===== src/sv/mstt_pkg.sv =====
// ============================================================================
// mstt_pkg - shared types and constants for the tick timer table
// Request codes, result kinds, table sizes and the command and result words.
// ============================================================================
package mstt_pkg;

    // Table geometry and field widths
    localparam int SLOT_COUNT  = 8;
    localparam int ID_BITS     = 16;
    localparam int RELOAD_BITS = 24;
    localparam int CNT_BITS    = RELOAD_BITS + 1;
    localparam int IDX_BITS    = (SLOT_COUNT > 1) ? $clog2(SLOT_COUNT) : 1;

    // Request codes
    typedef enum logic [2:0] {
        REQ_TICK      = 3'd0,
        REQ_ADD       = 3'd1,
        REQ_ENABLE    = 3'd2,
        REQ_DISABLE   = 3'd3,
        REQ_DELETE    = 3'd4,
        REQ_QUERY_PRS = 3'd5,
        REQ_QUERY_MOD = 3'd6,
        REQ_SET_MODE  = 3'd7
    } t_req_type;

    // Result kinds
    localparam logic KIND_FIRE  = 1'b0;
    localparam logic KIND_REPLY = 1'b1;

    // Command word
    typedef struct packed {
        t_req_type              req_type;
        logic [ID_BITS-1:0]     client_id;
        logic [RELOAD_BITS-1:0] reload_value;
        logic                   one_shot;
    } t_cmd_word;

    // Result word
    typedef struct packed {
        logic               result_kind;
        logic [ID_BITS-1:0] fired_id;
        logic               found;
        logic               mode_out;
        logic               last;
    } t_result_word;

endpackage


===== src/sv/multi_slot_tick_timer_table.sv =====
// ============================================================================
// multi_slot_tick_timer_table - table of software timer slots
// Walks the slot table one slot per cycle through a shared increment and
// compare unit; emits fire words on ticks and one reply word per request.
// ============================================================================
// Usage:
//   Command channel: drive i_cmd and raise start; the word is taken at a
//   clock edge where start is high and busy is low. busy stays high through
//   the table walk and the closing cycle.
//   Result channel: o_result_valid marks a result word for exactly one
//   cycle; the receiver cannot stall it, so it must take every word.
//   Throughput: every command walks all SLOT_COUNT slots, one slot per
//   cycle through the single increment/compare unit, then closes in the
//   closing state; busy is high through both. busy drops in the cycle
//   that carries the final word, and the next command is taken at the end
//   of that cycle at the earliest: a command is taken only once the last
//   one is through.
//   A request reply is registered out of the closing state. Tick fires
//   come out in slot order while the walk runs, each one held back until
//   the next fire or the closing cycle so the final word carries last. A
//   tick with no fires produces no word.
//   Reset: all slots free, disabled, counters at minus one; no clearing
//   pass is needed, the block takes commands right after reset.
// ============================================================================
module multi_slot_tick_timer_table (
    input  logic                  i_clk,
    input  logic                  i_rst_n,
    input  logic                  start,
    input  mstt_pkg::t_cmd_word   i_cmd,
    output logic                  busy,
    output logic                  o_result_valid,
    output mstt_pkg::t_result_word o_result
);
    import mstt_pkg::*;

    typedef enum logic [2:0] {
        ST_IDLE = 3'b001,
        ST_SCAN = 3'b010,
        ST_DONE = 3'b100
    } t_state;

    // Sequencer and command state
    t_state               r_state, n_state;
    logic [IDX_BITS-1:0]  r_idx, n_idx;
    t_cmd_word            r_cmd;
    logic                 r_found, n_found;
    logic                 r_mode, n_mode;
    logic                 r_hit, n_hit;
    logic                 r_pend, n_pend;
    logic [ID_BITS-1:0]   r_pend_id, n_pend_id;

    // Slot table
    logic [ID_BITS-1:0]     r_owner  [SLOT_COUNT];
    logic                   r_en     [SLOT_COUNT];
    logic [CNT_BITS-1:0]    r_cnt    [SLOT_COUNT];
    logic [RELOAD_BITS-1:0] r_reload [SLOT_COUNT];
    logic                   r_single [SLOT_COUNT];

    // Result register
    logic                 r_out_valid, n_out_valid;
    t_result_word         r_out, n_out;

    // Current slot view and write controls
    logic [ID_BITS-1:0]   cur_owner;
    logic                 cur_en;
    logic [CNT_BITS-1:0]  cur_cnt;
    logic                 cur_single;
    logic [CNT_BITS-1:0]  cnt_inc;
    logic                 cnt_hit;
    logic                 id_match;
    logic                 accept;
    logic                 last_slot;

    logic                 wr_owner, wr_en, wr_cnt, wr_cfg, wr_single;
    logic [ID_BITS-1:0]   wr_owner_val;
    logic                 wr_en_val;
    logic [CNT_BITS-1:0]  wr_cnt_val;
    logic                 wr_single_val;

    assign accept    = start && (r_state == ST_IDLE);
    assign last_slot = (r_idx == IDX_BITS'(SLOT_COUNT - 1));

    assign cur_owner  = r_owner[r_idx];
    assign cur_en     = r_en[r_idx];
    assign cur_cnt    = r_cnt[r_idx];
    assign cur_single = r_single[r_idx];

    // Shared unit: increment and compare against the reload
    assign cnt_inc  = cur_cnt + CNT_BITS'(1);
    assign cnt_hit  = (cnt_inc == {1'b0, r_reload[r_idx]});
    assign id_match = (r_cmd.client_id != '0) && (cur_owner == r_cmd.client_id);

    // Work one slot per cycle and close the command
    always_comb begin
        n_state       = r_state;
        n_idx         = r_idx;
        n_found       = r_found;
        n_mode        = r_mode;
        n_hit         = r_hit;
        n_pend        = r_pend;
        n_pend_id     = r_pend_id;
        n_out_valid   = 1'b0;
        n_out         = r_out;
        wr_owner      = 1'b0;
        wr_en         = 1'b0;
        wr_cnt        = 1'b0;
        wr_cfg        = 1'b0;
        wr_single     = 1'b0;
        wr_owner_val  = r_cmd.client_id;
        wr_en_val     = 1'b0;
        wr_cnt_val    = '1;
        wr_single_val = r_cmd.one_shot;

        unique case (r_state)
            ST_IDLE: begin
                n_idx   = '0;
                n_found = 1'b0;
                n_mode  = 1'b0;
                n_hit   = 1'b0;
                n_pend  = 1'b0;
                if (accept) begin
                    n_state = ST_SCAN;
                end
            end
            ST_SCAN: begin
                unique case (r_cmd.req_type) inside
                    REQ_TICK: begin
                        if (cur_owner != '0 && cur_en) begin
                            wr_cnt = 1'b1;
                            if (cnt_hit) begin
                                // fire: restart the count, drop a one-shot slot
                                wr_cnt_val = '1;
                                if (cur_single) begin
                                    wr_en     = 1'b1;
                                    wr_en_val = 1'b0;
                                end
                                // release the held fire, hold this one
                                if (r_pend) begin
                                    n_out_valid = 1'b1;
                                    n_out = '{result_kind: KIND_FIRE, fired_id: r_pend_id,
                                              found: 1'b0, mode_out: 1'b0, last: 1'b0};
                                end
                                n_pend    = 1'b1;
                                n_pend_id = cur_owner;
                            end else begin
                                wr_cnt_val = cnt_inc;
                            end
                        end
                    end
                    REQ_ADD: begin
                        if (!r_hit && r_cmd.client_id != '0 && cur_owner == '0) begin
                            wr_owner  = 1'b1;
                            wr_en     = 1'b1;
                            wr_en_val = 1'b1;
                            wr_cnt    = 1'b1;
                            wr_cfg    = 1'b1;
                            wr_single = 1'b1;
                            n_found   = 1'b1;
                            n_hit     = 1'b1;
                        end
                    end
                    REQ_ENABLE: begin
                        if (id_match) begin
                            wr_en     = 1'b1;
                            wr_en_val = 1'b1;
                            n_found   = 1'b1;
                        end
                    end
                    REQ_SET_MODE: begin
                        if (id_match) begin
                            wr_single = 1'b1;
                            n_found   = 1'b1;
                        end
                    end
                    REQ_DISABLE, REQ_DELETE: begin
                        if (id_match && !r_hit) begin
                            wr_en        = 1'b1;
                            wr_cnt       = 1'b1;
                            wr_owner     = (r_cmd.req_type == REQ_DELETE);
                            wr_owner_val = '0;
                            n_found      = 1'b1;
                            n_hit        = 1'b1;
                        end
                    end
                    REQ_QUERY_PRS: begin
                        if (id_match) begin
                            n_found = 1'b1;
                        end
                    end
                    REQ_QUERY_MOD: begin
                        if (id_match && !r_hit) begin
                            n_found = 1'b1;
                            n_mode  = cur_single;
                            n_hit   = 1'b1;
                        end
                    end
                    default: begin
                    end
                endcase
                if (last_slot) begin
                    n_state = ST_DONE;
                end else begin
                    n_idx = r_idx + IDX_BITS'(1);
                end
            end
            ST_DONE: begin
                // emit the closing word
                if (r_cmd.req_type == REQ_TICK) begin
                    if (r_pend) begin
                        n_out_valid = 1'b1;
                        n_out = '{result_kind: KIND_FIRE, fired_id: r_pend_id,
                                  found: 1'b0, mode_out: 1'b0, last: 1'b1};
                    end
                end else begin
                    n_out_valid = 1'b1;
                    n_out = '{result_kind: KIND_REPLY, fired_id: r_cmd.client_id,
                              found: r_found, mode_out: r_mode, last: 1'b1};
                end
                n_pend  = 1'b0;
                n_state = ST_IDLE;
            end
            default: begin
                n_state = ST_IDLE;
            end
        endcase
    end

    // Advance the sequencer
    always_ff @(posedge i_clk) begin
        if (!i_rst_n) begin
            r_state     <= ST_IDLE;
            r_idx       <= '0;
            r_found     <= 1'b0;
            r_mode      <= 1'b0;
            r_hit       <= 1'b0;
            r_pend      <= 1'b0;
            r_out_valid <= 1'b0;
        end else begin
            r_state     <= n_state;
            r_idx       <= n_idx;
            r_found     <= n_found;
            r_mode      <= n_mode;
            r_hit       <= n_hit;
            r_pend      <= n_pend;
            r_out_valid <= n_out_valid;
        end
    end

    // Hold the command and the result payload
    always_ff @(posedge i_clk) begin
        if (accept) begin
            r_cmd <= i_cmd;
        end
        r_pend_id <= n_pend_id;
        r_out     <= n_out;
    end

    // Update the slot control fields
    always_ff @(posedge i_clk) begin
        if (!i_rst_n) begin
            for (int i = 0; i < SLOT_COUNT; i++) begin
                r_owner[i] <= '0;
                r_en[i]    <= 1'b0;
                r_cnt[i]   <= '1;
            end
        end else if (r_state == ST_SCAN) begin
            if (wr_owner) begin
                r_owner[r_idx] <= wr_owner_val;
            end
            if (wr_en) begin
                r_en[r_idx] <= wr_en_val;
            end
            if (wr_cnt) begin
                r_cnt[r_idx] <= wr_cnt_val;
            end
        end
    end

    // Update the slot reload and mode
    always_ff @(posedge i_clk) begin
        if (r_state == ST_SCAN) begin
            if (wr_cfg) begin
                r_reload[r_idx] <= r_cmd.reload_value;
            end
            if (wr_single) begin
                r_single[r_idx] <= wr_single_val;
            end
        end
    end

    assign busy           = (r_state != ST_IDLE);
    assign o_result_valid = r_out_valid;
    assign o_result       = r_out;

endmodule


===== config.mk =====
export PLATFORM = sky130hd
export DESIGN_NAME = multi_slot_tick_timer_table
export DESIGN_NICKNAME = d
export VERILOG_FILES = /design/src/sv/mstt_pkg.sv /design/src/sv/multi_slot_tick_timer_table.sv
export SDC_FILE = /design/constraint.sdc
export NUM_CORES = 1
export LEC_CHECK = 0
export BUFFER_PORTS_ARGS = -buffer_cell sky130_fd_sc_hd__buf_4
export CAP_MARGIN = 20
export CORE_MARGIN = 8
export CORE_UTILIZATION = 40
export DETAILED_ROUTE_END_ITERATION = 10
export RECOVER_POWER = 100
export SETUP_SLACK_MARGIN = 0.4
export SYNTH_ARGS = -nofsm -noshare
export SYNTH_HDL_FRONTEND = slang
export SYNTH_SLANG_ARGS = --single-unit
export TNS_END_PERCENT = 100

===== constraint.sdc =====
create_clock -name i_clk -period 8.2 [get_ports i_clk]
set_input_delay 0.82 -clock i_clk [delete_from_list [all_inputs] [get_ports i_clk]]
set_output_delay 0.82 -clock i_clk [all_outputs]
set_load 0.01 [all_outputs]

==> results of run 1 <==
power by group through the flow:
stage          logic [µW]  registers, µW  clock network [µW]
6_report              164           3630                2950
5_1_grt               176           3640                3130
4_1_cts               170           3630                3020
3_5_place_dp          169           3700                   0
3_3_place_gp          168           3700                   0
2_1_floorplan         102           3680                   0
through the flow:
stage | hold slack (ns) | worst slack [ns] | util, %
global route | 0.3822 | 0.9429 | 45.37
CTS | 0.3434 | 2.103 | 45.57
finish | 0.4021 | 1.453 | 45.37
floorplan | 0.4286 | 2.151 | -
detailed placement | 0.4747 | 2.130 | 42.40
global placement | 0.4648 | 2.266 | 42.40
path summary, 6_finish.rpt:
kind                        startpoint                         to  slack, ns  cells after the start
setup / recovery             flip-flop  r_cnt[1][9]$_SDFFCE_PN1P_       1.45                     11
hold / removal                i_cmd[7]         r_cmd[7]$_DFFE_PP_       0.40                      1
setup reg to reg             flip-flop  r_cnt[1][9]$_SDFFCE_PN1P_       1.45                     11
hold reg to reg   r_found$_SDFFE_PN0P_       r_found$_SDFFE_PN0P_       0.49                      2
kinds of logic (layout without fill, tap and decap cells):
group,count (synthesis),after routing,share of synthesized area [%]
flops,630,630,69.14
simple gates,564,564,9.462
mux,226,226,14.84
buf+inv,112,231,2.323
compound gates,70,70,1.980
xor+xnor,59,59,2.115
fa+ha+maj,3,3,0.1388
registers in the layout, summed over array words and instances (netlist names), 3 cells and up, named ones only:
register   cells
r_owner      128
r_single       8
r_reload     192
r_en           8
r_pend_id     16
r_idx          3
r_cnt        200
o_result      20
r_cmd         43
r_state        3
cell type report:
cell class | count | area, µm² | area share (%)
sequential | 630 | 18710 | 61.51
multi-input combinational | 922 | 7791 | 25.62
clock buffer | 88 | 1798 | 5.911
tap | 873 | 1092 | 3.591
timing repair buffer | 95 | 635.6 | 2.090
clock inverter | 32 | 329.1 | 1.082
inverter | 16 | 60.06 | 0.1975
cells in the final DEF, fill, tap and decap left out, types with 6 or more instances in the layout:
cell type  netlist  routed
edfxtp_1       608     608
mux2_2          45      40
a21oi_1          7       7
nand4_1         10      11
or3_1           15      15
buf_4            8      18
nor3_1          17      17
inv_1           16      16
o311ai_0         1       8
clkbuf_4         0      43
nor2_4           0       8
or4_1            6       6
nor4_1          16      17
nand3_1         17      17
xor2_1          21      21
dfxtp_1         22      19
nor2_2           2       8
o21ai_0         17      12
clkbuf_16        0      69
mux2i_1         45      45
nand2_1        245     246
clkinv_2         0      11
or2_1            8       8
and3_1           8       7
xnor2_1         34      34
nor2_1         175     161
o31ai_1          8       8
clkbuf_1        18      45
mux4_2         127     127
clkinv_1         0       8
per-layer routing:
| layer | wire length, µm | global-route usage [%] |
|---|---|---|
| met5 | 0 | 0 |
| met4 | 1263 | 5.066 |
| met3 | 3581 | 3.226 |
| met2 | 31880 | 27.84 |
| met1 | 27110 | 21.14 |
synth_stat cells (10+ instances only):
library cell  instances  area [µm²]
nor2_1              175       656.9
edfxtp_1            608       18260
nor4_1               16       100.1
nand3_1              17       85.08
nor3_1               17       85.08
buf_6                10       112.6
nand2_1             245       919.6
xnor2_1              34       297.8
buf_2                51       255.2
o21ai_0              17       85.08
mux2_2               45       506.7
mux4_2              127        2860
clkbuf_1             18       67.56
xor2_1               21       183.9
dfxtp_1              22       440.4
or3_1                15       93.84
nand4_1              10       62.56
mux2i_1              45       450.4
inv_1                16       60.06
==> impl_metrics.yaml, run 1 <==
grt:
  antenna_found_initial: 1
  grt_max_degree: 62
  gr-total-overflow: 0
  grt_pass1_wl_um: 95570
  grt_pass1_vias: 15280
  grt.total_usage_pct: 16.39
placed_design:
  gp_congestion: 0.8481
  hpwl_um: 38730
  dpl-instance-area_mm2: 0.02843
  placed_cells_incl_taps: 2535
  numPortBuffers: 68
synthesis:
  synth_ff_type: "edfxtp_1"
  netlist_instances: 1664
  ys_seq_area_share_pct: 69.14
  yosysWarnings: 0
  yosys_register_bits: 630
  synth_edf_count: 608
  syn-num-nets: 1714
  syn_area_mm2: 0.02704
  synth_cell_types: 76
  async_reset_ff_share_pct: 0
  syn_avg_cell_area_um2: 16.25
timing:
  tns_ns: 0
  setup_violations: 0
  min_period_over_period_pct: 82.27
  maxSlewHeadroom_pct: -95.07
  fmax_mhz: 148.2
  slew_viol_final: 68
  hold_viol: 0
  rsz0062_at_grt: "no"
  fin_worst_skew_ns: 0.03397
  worst_pin_slew_ns: 2.926
  period_minus_slack_ns: 6.747
route:
  via_per_inst: 5.519
  drc: 0
  vias: 14660
  wire_per_inst_um: 24.04
  firstDrtPassIters: 7
  postRouteAntennaNets: 0
  drtIter0Drc: 1427
  drt_wl_total_um: 63840
floorplan:
  die_w_um: 276.0
  die-area_mm2: 0.07618
  num_io_pins: 69
  row_count: 95
  die_h_um: 276.0
  start_util_pct: 40.34
  core_mm2: 0.06704
cts:
  cts_root_buf: "clkbuf_16"
  insertion_delay_ns: 0.61
  cts_hold_buf: 0
  post_cts_buffers: 0
  cts_tree: "yes"
  cts.clk_slew.worst_paths_ns: 0.06
  cts_resized: 0
  htreeDepth: 3
  numCtsBuffers: 67
  cts_num_sinks: 630
  clock_path_buffers: 3
pwr:
  pwr_density_cell_mw_per_mm2: 221.8
  combPwrFrac_pct: 2.4
  vdd_ir_drop_max_mv: 0.1409
  leakage_uw: 0.009083
  pwr-share-clk_pct: 43.7
  fin_total_pwr_uw: 6746
  intPower_uw: 5355
  seqPwrFrac_pct: 53.9
  p_switching_uw: 1392
  netSwitchingFraction_pct: 20.63
cells_and_area:
  fin_cells: 2656
  diodes: 0
  final_area_mm2: 0.03042
  final_layout_size_suffix_gt1_share_pct: 21.20
  area_delta_synth_final_pct: 12.47
  n_fill_cell: 5880
  nNetsFinal: 1782
worst_hold_path:
  hp-class: "in2reg"
flow_run:
  drv_cap: 2
worst_setup_path:
  crit_buf_inv: 2
  start_kind: "flip-flop"
  end_kind: "flip-flop"
  cp.arrival_ns: 6.95
  slowest_stage: "clkbuf_1"
  path_delay_family: "buffers and inverters"
  critical-path-max-stage-delay_ns: 1.32
  worstPathCellList: "clkbuf_1, mux4_2, mux2i_1, nand4_1, nor3_1, nor4b_2, nand2_1, nand3_1, nand4b_1, o21ai_2, clkbuf_2"
  crit_type: "reg2reg"
  required_ns: 8.40
  cp_max_fo: 46
status:
  violations: "capacitance limit, slew limit"
  status: "complete, but fails checks"
(Power assumes the default switching activity.)
==> run 2: changes to the inputs <==
==> constraint.sdc (replaced) <==
create_clock -name i_clk -period 5.5 [get_ports i_clk]
set_input_delay 0.55 -clock i_clk [delete_from_list [all_inputs] [get_ports i_clk]]
set_output_delay 0.55 -clock i_clk [all_outputs]
set_load 0.01 [all_outputs]
==> run 2 against run 1 <==
Compared with the run above:
- the flow still finishes with violations (capacitance limit, slew limit)
- worst hold slack got worse by 0.27 ns
- register-to-register slack worse by 0.87 ns
- final cell count increased by 2.0%
- via count increased by 2.6%
- clock skew increased by 0.014 ns
- sequential cell count stayed put
- worst setup slack lost 0.87 ns
- first-iteration DRC count up 4.8%
- die area unchanged
==> impl_metrics.yaml, run 2 (same netlist as run 1, synthesis figures left out) <==
worst_setup_path:
  crit_type: "reg2reg"
  cp_max_fo: 36
  required_ns: 5.77
  worstPathCellList: "buf_4, mux4_2, mux2i_1, nor4_4, nand4_4, or4_1, a211o_1, a2111oi_4, nand4_2, clkbuf_1, nor3_1, a2bb2oi_1, buf_12"
  critical-path-max-stage-delay_ns: 0.72
  end_kind: "flip-flop"
  start_kind: "flip-flop"
  cp.arrival_ns: 5.19
  slowest_stage: "dfxtp_4"
flow_run:
  drv_cap: 1
timing:
  period_minus_slack_ns: 4.916
  setup_violations: 0
  maxSlewHeadroom_pct: -103.6
  min_period_over_period_pct: 89.38
  slew_viol_final: 47
  fin_worst_skew_ns: 0.04819
  worst_pin_slew_ns: 3.055
  hold_viol: 0
  tns_ns: 0
  holdWs_ns: 0.1369
  rsz0062_at_grt: "no"
  fmax_mhz: 203.4
grt:
  grt_max_degree: 47
  grt.total_usage_pct: 16.62
  antenna_found_initial: 0
  grt_pass1_vias: 15530
  grt_pass1_wl_um: 97230
  gr-total-overflow: 0
cts:
  cts.clk_slew.worst_paths_ns: 0.06
  insertion_delay_ns: 0.61
  clock_path_buffers: 3
  cts_num_sinks: 630
  cts_hold_buf: 0
  numCtsBuffers: 67
  cts_resized: 0
  post_cts_buffers: 0
  cts_root_buf: "clkbuf_16"
  cts_tree: "yes"
  htreeDepth: 3
route:
  drtIter0Drc: 1496
  drc: 0
  wire_per_inst_um: 23.83
  vias: 15040
  drt_wl_total_um: 64570
  firstDrtPassIters: 6
  via_per_inst: 5.553
  postRouteAntennaNets: 0
pwr:
  seqPwrFrac_pct: 55.3
  leakage_uw: 0.009297
  pwr_density_cell_mw_per_mm2: 318.4
  combPwrFrac_pct: 2.7
  intPower_uw: 7724
  p_switching_uw: 2061
  vdd_ir_drop_max_mv: 0.2072
  pwr-share-clk_pct: 42.0
  netSwitchingFraction_pct: 21.06
floorplan:
  start_util_pct: 40.34
  num_io_pins: 69
  die_h_um: 276.0
  die-area_mm2: 0.07618
  row_count: 95
  core_mm2: 0.06704
  die_w_um: 276.0
placed_design:
  hpwl_um: 39710
  numPortBuffers: 68
  gp_congestion: 0.8489
cells_and_area:
  largest-register: "r_cnt"
  nNetsFinal: 1841
  area_delta_synth_final_pct: 13.64
  reg.largest.list: "r_cnt x200, r_reload x192, r_owner x128"
  diodes: 0
  largest_register_ffs: 200
  mostFrequentLayoutCell: "edfxtp_1"
  final_layout_size_suffix_gt1_share_pct: 22.06
  layout_common_cells: "edfxtp_1, nand2_1, nor2_1"
status:
  violations: "capacitance limit, slew limit"
  status: "complete, but fails checks"
worst_hold_path:
  hp-class: "in2reg"
run 2: cell types whose count changed in the layout (fill, tap and decap cells not counted), sizes merged:
cell	previous run	this run
buf	21	60
clkbuf	162	177
clkinv	22	28
bufinv	5	0
clkinvlp	2	1
inv	19	18
run 2: cell type report:
type | instances | area (µm²)
Tap cell | 873 | 1092
Timing Repair Buffer | 154 | 1162
Multi-Input combinational cell | 922 | 7727
Clock inverter | 31 | 221.5
Clock buffer | 83 | 1758
Inverter | 16 | 60.06
Sequential cell | 630 | 18710
Fill cell | 5878 | 36310
run 2: final timing paths:
path / slack, ns / depth (start not counted) / from / to
worst max-delay path: 0.58 / 13 / flip-flop / o_result[4]$_DFFE_PP_
worst min-delay path: 0.14 / 1 / i_cmd[37] / r_cmd[37]$_DFFE_PP_
worst max register to register: 0.58 / 13 / flip-flop / o_result[4]$_DFFE_PP_
worst min register to register: 0.48 / 2 / r_found$_SDFFE_PN0P_ / r_found$_SDFFE_PN0P_
run 2: stage by stage:
stage	cell area, µm²	util (%)	worst slack [ns]	cells	total power [µW]
6_report	30730	45.84	0.5842	2709	9784
3_3_place_gp	28990	43.25	0.7059	2594	5775
5_1_grt	30730	45.84	0.2594	2709	10090
2_1_floorplan	27050	-	0.04831	1664	5632
3_5_place_dp	28990	43.25	0.6194	2594	5785
4_1_cts	30970	46.20	0.6217	2708	9896
run 2: critical path, delay by kind of cell, from the launching register on:
family / cells / cell delay (ns)
DFF: 1 / 0.72
AOI/OAI and AO/OA: 3 / 0.89
muxes: 2 / 0.46
and+or+nand+nor: 5 / 1.74
buffers and inverters: 3 / 0.77
run 2: metal layers:
layer	track usage, %	vias up	routed length [µm]	share of wire [%]
met5	0	-	0	0
met4	5.282	0	1553	2.4
met3	2.476	99	3964	6.1
met2	27.69	503	31580	49
met1	22.37	7800	27470	43
li1	-	6642	-	-
run 2: power groups by stage:
stage	clock (µW)	sequential (µW)	combinational, µW
after floorplan	0	5480	152
after global placement	0	5500	274
after detailed placement	0	5510	277
after CTS	4210	5410	278
after global routing	4390	5420	284
final	4110	5410	263
